$ cat src/rtl/cnct_pkg.sv
// package with the payload words, codes and state type of the network classifier table
`default_nettype none

package cnct_pkg;

  // mode codes of an input word
  localparam logic MODE_ADD    = 1'b0;
  localparam logic MODE_LOOKUP = 1'b1;

  // status codes of a result word
  localparam logic STATUS_OK   = 1'b0;
  localparam logic STATUS_FULL = 1'b1;

  // input word
  typedef struct packed {
    logic        mode;
    logic [31:0] lookup_addr;
    logic [31:0] new_network;
    logic [31:0] new_mask;
    logic [31:0] new_masquerade;
  } cnct_req_t;

  // result word
  typedef struct packed {
    logic        status;
    logic        hit;
    logic [3:0]  match_index;
    logic [31:0] match_network;
    logic [31:0] match_mask;
    logic [31:0] match_masquerade;
  } cnct_rsp_t;

  // one stored table entry
  typedef struct packed {
    logic [31:0] net;
    logic [31:0] mask;
    logic [31:0] masq;
  } cnct_entry_t;

  // memory port strobes from the sequencer
  typedef struct packed {
    logic we;
    logic re;
  } cnct_mem_ctl_t;

  // sequencer states
  typedef enum logic {
    ST_IDLE,
    ST_SCAN
  } cnct_state_t;

endpackage

`default_nettype wire

$ cat src/rtl/cnct_store.sv
// entry memory: one write port, one registered read port
`default_nettype none

module cnct_store
  import cnct_pkg::*;
#(
  parameter int DEPTH = 16,
  parameter int AW    = 4
) (
  input  wire logic          clk,
  input  wire cnct_mem_ctl_t ctl,
  input  wire logic [AW-1:0] waddr,
  input  wire cnct_entry_t   wdata,
  input  wire logic [AW-1:0] raddr,
  output cnct_entry_t        rdata
);

  cnct_entry_t mem [DEPTH];

  // write port
  always_ff @(posedge clk) begin
    if (ctl.we) begin
      mem[waddr] <= wdata;
    end
  end

  // registered read port
  always_ff @(posedge clk) begin
    if (ctl.re) begin
      rdata <= mem[raddr];
    end
  end

endmodule

`default_nettype wire

$ cat src/rtl/cnct_match.sv
// shared prefix compare unit: address against one entry under its mask
`default_nettype none

module cnct_match
  import cnct_pkg::*;
(
  input  wire logic [31:0] addr,
  input  wire cnct_entry_t entry,
  output logic             hit
);

  // bits that differ, kept only where the mask is set
  logic [31:0] diff;

  always_comb begin
    diff = (addr ^ entry.net) & entry.mask;
    hit  = (diff == 32'd0);
  end

endmodule

`default_nettype wire

$ cat src/rtl/cidr_network_classifier_table_unit.sv
// top level of the cidr first-match network table: sequencer, entry memory and compare unit
//
//  channel  | ports           | handshake
//  ---------+-----------------+-------------------------------------------
//  input    | start, req      | word taken at an edge with start=1, busy=0
//  result   | done, rsp       | word valid for one cycle while done=1
//
// an add word's result is registered at the edge that takes it.
// a lookup streams one entry per cycle through the memory read port and the
// compare unit and answers on the first hit, or with a miss after the last entry;
// an empty table answers a lookup from idle, without a scan.
// rst (synchronous) empties the table; entry contents are not cleared.
// busy stays high while a lookup scans; the receiver cannot stall results.
`default_nettype none

module cidr_network_classifier_table_unit
  import cnct_pkg::*;
#(
  parameter int TABLE_ENTRIES = 16
) (
  input  wire logic      clk,
  input  wire logic      rst,
  input  wire logic      start,
  input  wire cnct_req_t req,
  output logic           busy,
  output logic           done,
  output cnct_rsp_t      rsp
);

  localparam int CW = $clog2(TABLE_ENTRIES + 1);
  localparam int IW = (TABLE_ENTRIES > 1) ? $clog2(TABLE_ENTRIES) : 1;

  cnct_state_t   state, state_next;
  logic [CW-1:0] entry_count, entry_count_next;
  logic [CW-1:0] rd_ptr, rd_ptr_next;
  logic          rd_vld, rd_vld_next;
  logic [IW-1:0] cmp_idx, cmp_idx_next;
  logic [31:0]   key, key_next;
  logic          done_next;
  cnct_rsp_t     rsp_next;

  cnct_mem_ctl_t mem_ctl;
  cnct_entry_t   wr_entry;
  cnct_entry_t   rd_entry;
  logic          match_hit;
  logic          accept;
  logic          table_full;
  logic          last_entry;
  logic [IW+3:0] idx_wide;

  // entry memory
  cnct_store #(
    .DEPTH (TABLE_ENTRIES),
    .AW    (IW)
  ) u_store (
    .clk   (clk),
    .ctl   (mem_ctl),
    .waddr (entry_count[IW-1:0]),
    .wdata (wr_entry),
    .raddr (rd_ptr[IW-1:0]),
    .rdata (rd_entry)
  );

  // shared compare unit
  cnct_match u_match (
    .addr  (key),
    .entry (rd_entry),
    .hit   (match_hit)
  );

  // handshake and table status
  always_comb begin
    busy       = (state != ST_IDLE);
    accept     = start && !busy;
    table_full = (entry_count == CW'(TABLE_ENTRIES));
    last_entry = (CW'(CW'(cmp_idx) + CW'(1)) == entry_count);
    idx_wide   = {4'd0, cmp_idx};
    wr_entry   = '{net: req.new_network, mask: req.new_mask, masq: req.new_masquerade};
  end

  // sequencer: next state and outputs
  always_comb begin
    state_next       = state;
    entry_count_next = entry_count;
    rd_ptr_next      = rd_ptr;
    rd_vld_next      = 1'b0;
    cmp_idx_next     = cmp_idx;
    key_next         = key;
    done_next        = 1'b0;
    rsp_next         = rsp;
    mem_ctl          = '{we: 1'b0, re: 1'b0};

    unique case (state)
      ST_IDLE: begin
        if (accept) begin
          done_next = 1'b0;
          rsp_next  = '0;
          if (req.mode == MODE_ADD) begin
            done_next = 1'b1;
            if (table_full) begin
              rsp_next.status = STATUS_FULL;
            end else begin
              mem_ctl.we       = 1'b1;
              entry_count_next = CW'(entry_count + CW'(1));
              rsp_next.status  = STATUS_OK;
            end
          end else begin
            key_next    = req.lookup_addr;
            rd_ptr_next = '0;
            if (entry_count == '0) begin
              done_next = 1'b1;
            end else begin
              state_next = ST_SCAN;
            end
          end
        end
      end

      ST_SCAN: begin
        // issue the next read while the previous entry is compared
        if (rd_ptr < entry_count) begin
          mem_ctl.re   = 1'b1;
          rd_vld_next  = 1'b1;
          cmp_idx_next = rd_ptr[IW-1:0];
          rd_ptr_next  = CW'(rd_ptr + CW'(1));
        end
        // judge the entry read last cycle
        if (rd_vld) begin
          if (match_hit) begin
            state_next                = ST_IDLE;
            rd_vld_next               = 1'b0;
            done_next                 = 1'b1;
            rsp_next                  = '0;
            rsp_next.hit              = 1'b1;
            rsp_next.match_index      = idx_wide[3:0];
            rsp_next.match_network    = rd_entry.net;
            rsp_next.match_mask       = rd_entry.mask;
            rsp_next.match_masquerade = rd_entry.masq;
          end else if (last_entry) begin
            state_next  = ST_IDLE;
            rd_vld_next = 1'b0;
            done_next   = 1'b1;
            rsp_next    = '0;
          end
        end
      end

      default: begin
        state_next = ST_IDLE;
      end
    endcase
  end

  // control registers
  always_ff @(posedge clk) begin
    if (rst) begin
      state       <= ST_IDLE;
      entry_count <= '0;
      rd_vld      <= 1'b0;
      done        <= 1'b0;
    end else begin
      state       <= state_next;
      entry_count <= entry_count_next;
      rd_vld      <= rd_vld_next;
      done        <= done_next;
    end
  end

  // payload registers
  always_ff @(posedge clk) begin
    rd_ptr  <= rd_ptr_next;
    cmp_idx <= cmp_idx_next;
    key     <= key_next;
    rsp     <= rsp_next;
  end

endmodule

`default_nettype wire

$ cat config.mk
export PLATFORM = sky130hd
export DESIGN_NAME = cidr_network_classifier_table_unit
export DESIGN_NICKNAME = d
export VERILOG_FILES = /design/src/rtl/cnct_pkg.sv /design/src/rtl/cnct_store.sv /design/src/rtl/cnct_match.sv /design/src/rtl/cidr_network_classifier_table_unit.sv
export SDC_FILE = /design/constraint.sdc
export NUM_CORES = 2
export LEC_CHECK = 0
export BUFFER_PORTS_ARGS = -buffer_cell sky130_fd_sc_hd__buf_2
export CORE_UTILIZATION = 65
export CTS_BUF_LIST = sky130_fd_sc_hd__clkbuf_16
export DETAILED_ROUTE_END_ITERATION = 10
export PLACE_DENSITY = 0.81
export SETUP_SLACK_MARGIN = 0.2
export SLEW_MARGIN = 20
export SYNTH_ARGS = -nofsm -noshare
export SYNTH_HDL_FRONTEND = slang
export SYNTH_SLANG_ARGS = --single-unit
$ cat constraint.sdc
create_clock -name clk -period 19.25 [get_ports clk]
set_input_delay 1.925 -clock clk [delete_from_list [all_inputs] [get_ports clk]]
set_output_delay 1.925 -clock clk [all_outputs]
set_load 0.02 [all_outputs]
==> run summary <==
The flow ran to the end, and the final reports show no timing, DRC or antenna violations. Clock skew on the completed layout was measured at 0.0361 ns. The Yosys step of the flow raised 0 warnings. The max-slew violation total from the final report is 0.

Clock buffer count from CTS: 167. The share of power burned in combinational logic is 16.0%, and the final worst-path cycle share is 35.4%. Of the cells placed in the final design, the portion with a size suffix greater than 1 is 31.7%. Clock tree synthesis selected as its root buffer the cell sky130_fd_sc_hd__clkbuf_16. Setup repair after global routing left no endpoint under its margin. The count of buffers added on input and output ports is 235.

The power after layout is 0.00921 W, and the post-cts resize count is 0. The kind of critical path is reg -> reg. The die covers 104000 µm².

The run gives 0 as the count of buffers added by post-CTS timing repair for setup. The clock network fraction of design power is 34.1%, and the total number of placement rows is 117. IR analysis of the VDD net gives a maximum drop of 99.9 µV. The clock passes through at most 3 buffers. The tools report the static leakage as 24.0 nW. The maximum number of pins on one net before global-route repair is 153, and the average wire length per cell after detail routing is 37.1 µm.

After the last flow step, the layout net total stands at 3228. The tools report the remaining max-slew budget at the tightest pin as 19.7%. The origin of the critical flop-to-flop path is rd_ptr[0]$_SDFFCE_PN0P_. Global routing finished with a remaining overflow of 0. The final layout contains routed wiring with a total length of 171000 µm. The synthesized design contains 1783 register bits. In this run the remaining antenna-violating nets after routing total 0. The top-level port count was 236; the count of clock tree sinks was 1783. The HPWL after detailed placement is 82400 µm. The clock latency reported for the late side of the worst-skew pair is 0.80 ns, and the synthesized netlist net count is 2899. Number of maximum-capacitance violations: 0. The logs give 4 for the level count of the clock H-tree and 0 for the number of buffers inserted for hold repair after clock tree synthesis.

The maximum fanout encountered on the critical timing path came out at 92. The clock-pin slew on the worst setup and hold paths was 0.07 ns. Summed over all nets, the switching power comes to 0.00239 W.

The filler cell count is 5119. The initial antenna violation count is 33, and the share of the synthesized area in the top cell type is 79.5%. Routability-driven placement finished with a final weighted congestion of 0.932. For the worst setup path, the data required time is 19.75 ns. The horizontal die dimension was 323 µm; the first-pass GRT wire length was 241000 µm. The min-delay analysis places its worst path in the category reg -> reg.

Setup violations remaining at the end of the flow were counted as 0. For the post-layout utilization of the core, the log shows 73.4%. Total routing usage reported by global routing: 33.6%. The via count of the first global-routing pass is 33306, and the number of search-and-repair iterations in the first detailed-routing pass is 5.

STA classifies the critical path startpoint as a register. In this run switching power makes up 26.0% of total power. The highest clock frequency the design can meet is 0.147 GHz, and the post-synthesis cell count is 2757. The library cells used most frequently in the layout, excluding fill and tap cells, are 1775 x sky130_fd_sc_hd__edfxtp_1, 480 x sky130_fd_sc_hd__mux4_2, 235 x sky130_fd_sc_hd__buf_2.

In the final timing run, aggregate negative setup slack is 0 ns. The remaining routing DRC violations came out at 0. The initial utilization of the core area, before any placement, comes to 65.7%. Using the TritonRoute via totals, the vias-per-cell ratio works out to 7.08. For the vias after detailed routing, the log shows 32601. In the post-synthesis netlist, the biggest area contributors are sky130_fd_sc_hd__edfxtp_1 80%, sky130_fd_sc_hd__mux4_2 16%, sky130_fd_sc_hd__nor3_1 0.78%, sky130_fd_sc_hd__buf_6 0.62%, sky130_fd_sc_hd__inv_1 0.59%. Start point of the worst hold path: u_store.rdata[0]$_DFFE_PP_. The largest area contributor in the synthesized netlist was sky130_fd_sc_hd__edfxtp_1.

The hold violation count in the final report is 0, and the post-synthesis to final-layout area growth is 11.8%. The floorplan step set the die height to 323 µm. The count of routing violations after the opening detailed-route iteration was 4686. The count of distinct cell types in the synthesized netlist was 37; the average cell area after synthesis was 24.3 µm². TritonCTS built the clock tree. The synthesized netlist occupies a cell area of 67000 µm².

Sequential cells were found to cover 79.8% of the synthesized design area. Power spread over the standard cell area amounts to 123 nW/µm². Across all hold checks on the routed design, the worst slack comes to 0.622 ns. STA classifies the critical path endpoint as a register. Critical path data arrival time: 7.31 ns.

The critical path starts at rd_ptr[0]$_SDFFCE_PN0P_. The most common cell after layout, fill and taps aside was sky130_fd_sc_hd__edfxtp_1. The transition time at the pin with the least slew margin came out at 1.20 ns. The sequential group share of total power was 49.9%; the internal cell power was 0.00682 W.

The worst path needs 6.81 ns of the cycle, external delays included. The core region is 102000 µm². The worst-case register-to-register setup slack was 12.44 ns.
## routing by layer
metal | vias to the layer above | part of all wire (%) | global-route usage, %
met1 | 17093 | 34 | 43.7
met4 | 28 | 4.0 | 14.7
li1 | 12338 | - | -
met5 | - | 0.10 | 0
met2 | 2688 | 51 | 54.7
met3 | 454 | 11 | 8.33
## stage by stage
step                cell area [µm²]  setup WS [ns]  std cells
floorplan                     67000           7.18       2757
global placement              69700          12.10       4284
detailed placement            69700          11.90       4284
CTS                           74800          11.72       4582
global route                  74900          11.79       4595
finish                        74900          12.44       4603
## worst max-delay path, cell delays in order, from the launching register on
cell,delay (ns)
sky130_fd_sc_hd__edfxtp_1,0.42
sky130_fd_sc_hd__buf_12,0.56
sky130_fd_sc_hd__buf_4,0.89
sky130_fd_sc_hd__buf_4,0.89
sky130_fd_sc_hd__buf_4,0.86
sky130_fd_sc_hd__buf_6,0.68
sky130_fd_sc_hd__buf_4,0.46
sky130_fd_sc_hd__buf_16,0.32
sky130_fd_sc_hd__mux4_2,0.60
sky130_fd_sc_hd__mux4_2,0.51
## sequential cells by signal, indices dropped and copies added, names as in the netlist
name           count
key               32
rd_ptr             5
u_store.mem     1536
busy               1
cmp_idx            4
done               1
u_store.rdata     96
entry_count        5
rsp              102
rd_vld             1
## cells in the mapped netlist
| cell type | n |
|---|---|
| sky130_fd_sc_hd__nand3b_1 | 1 |
| sky130_fd_sc_hd__and2_1 | 1 |
| sky130_fd_sc_hd__o21ba_2 | 1 |
| sky130_fd_sc_hd__and3_1 | 1 |
| sky130_fd_sc_hd__o31ai_1 | 1 |
| sky130_fd_sc_hd__nand4_1 | 2 |
| sky130_fd_sc_hd__o21ai_1 | 1 |
| sky130_fd_sc_hd__dfxtp_1 | 8 |
| sky130_fd_sc_hd__a221oi_1 | 1 |
| sky130_fd_sc_hd__o2111ai_1 | 2 |
| sky130_fd_sc_hd__mux4_2 | 480 |
| sky130_fd_sc_hd__buf_2 | 11 |
| sky130_fd_sc_hd__xnor2_1 | 40 |
| sky130_fd_sc_hd__nand2_1 | 11 |
| sky130_fd_sc_hd__a2bb2oi_1 | 1 |
| sky130_fd_sc_hd__a311oi_4 | 1 |
| sky130_fd_sc_hd__or3_1 | 1 |
| sky130_fd_sc_hd__o21ai_0 | 3 |
| sky130_fd_sc_hd__a21oi_1 | 4 |
| sky130_fd_sc_hd__clkinv_1 | 1 |
| sky130_fd_sc_hd__buf_6 | 37 |
| sky130_fd_sc_hd__a211oi_1 | 2 |
| sky130_fd_sc_hd__nand3_1 | 3 |
| sky130_fd_sc_hd__a31oi_1 | 1 |
| sky130_fd_sc_hd__nor4_1 | 7 |
| sky130_fd_sc_hd__xor2_1 | 3 |
| sky130_fd_sc_hd__nand2b_1 | 3 |
| sky130_fd_sc_hd__ha_1 | 10 |
| sky130_fd_sc_hd__clkbuf_1 | 83 |
| sky130_fd_sc_hd__nor3_1 | 104 |
| sky130_fd_sc_hd__o22ai_1 | 16 |
| sky130_fd_sc_hd__buf_1 | 4 |
| sky130_fd_sc_hd__nand2_2 | 1 |
| sky130_fd_sc_hd__nor2_1 | 28 |
| sky130_fd_sc_hd__a31o_1 | 2 |
| sky130_fd_sc_hd__inv_1 | 106 |
| sky130_fd_sc_hd__edfxtp_1 | 1775 |
## final timing paths
kind | to | cells after the start
setup reg to reg | u_store.rdata[4]$_DFFE_PP_ | 9
hold / removal | rsp[0]$_SDFFCE_PN0P_ | 2
setup / recovery | u_store.rdata[4]$_DFFE_PP_ | 9
hold reg to reg | rsp[0]$_SDFFCE_PN0P_ | 2
## power by group through the flow
stage	Sequential, W	Combinational, W	Clock (W)
floorplan	0.00478	0.000920	0
global placement	0.00466	0.00138	0
detailed placement	0.00466	0.00143	0
CTS	0.00459	0.00147	0.00316
global route	0.00460	0.00154	0.00329
finish	0.00459	0.00147	0.00314
## logic make-up (layout without fill, tap and decap cells)
group | count (synthesis) | in the layout | synth area share, %
buf+inv | 242 | 700 | 1.79
mux | 480 | 480 | 16.1
compound gates | 36 | 36 | 0.385
flops | 1783 | 1783 | 79.8
simple gates | 163 | 163 | 1.18
other cells | 0 | 20 | 0
fa+ha+maj | 10 | 10 | 0.187
xor+xnor | 43 | 43 | 0.562
## final cells by class
class / count / area [µm²] / share of cell area [%]
Clock inverter: 129 / 887 / 1.18
Clock buffer: 169 / 4230 / 5.64
Tap cell: 1368 / 1710 / 2.28
Antenna cell: 20 / 50.0 / 0.0668
Multi-Input combinational cell: 732 / 12500 / 16.7
Inverter: 107 / 407 / 0.543
Sequential cell: 1783 / 53500 / 71.4
Timing Repair Buffer: 295 / 1680 / 2.24
Power figures use the tool's default switching activity.
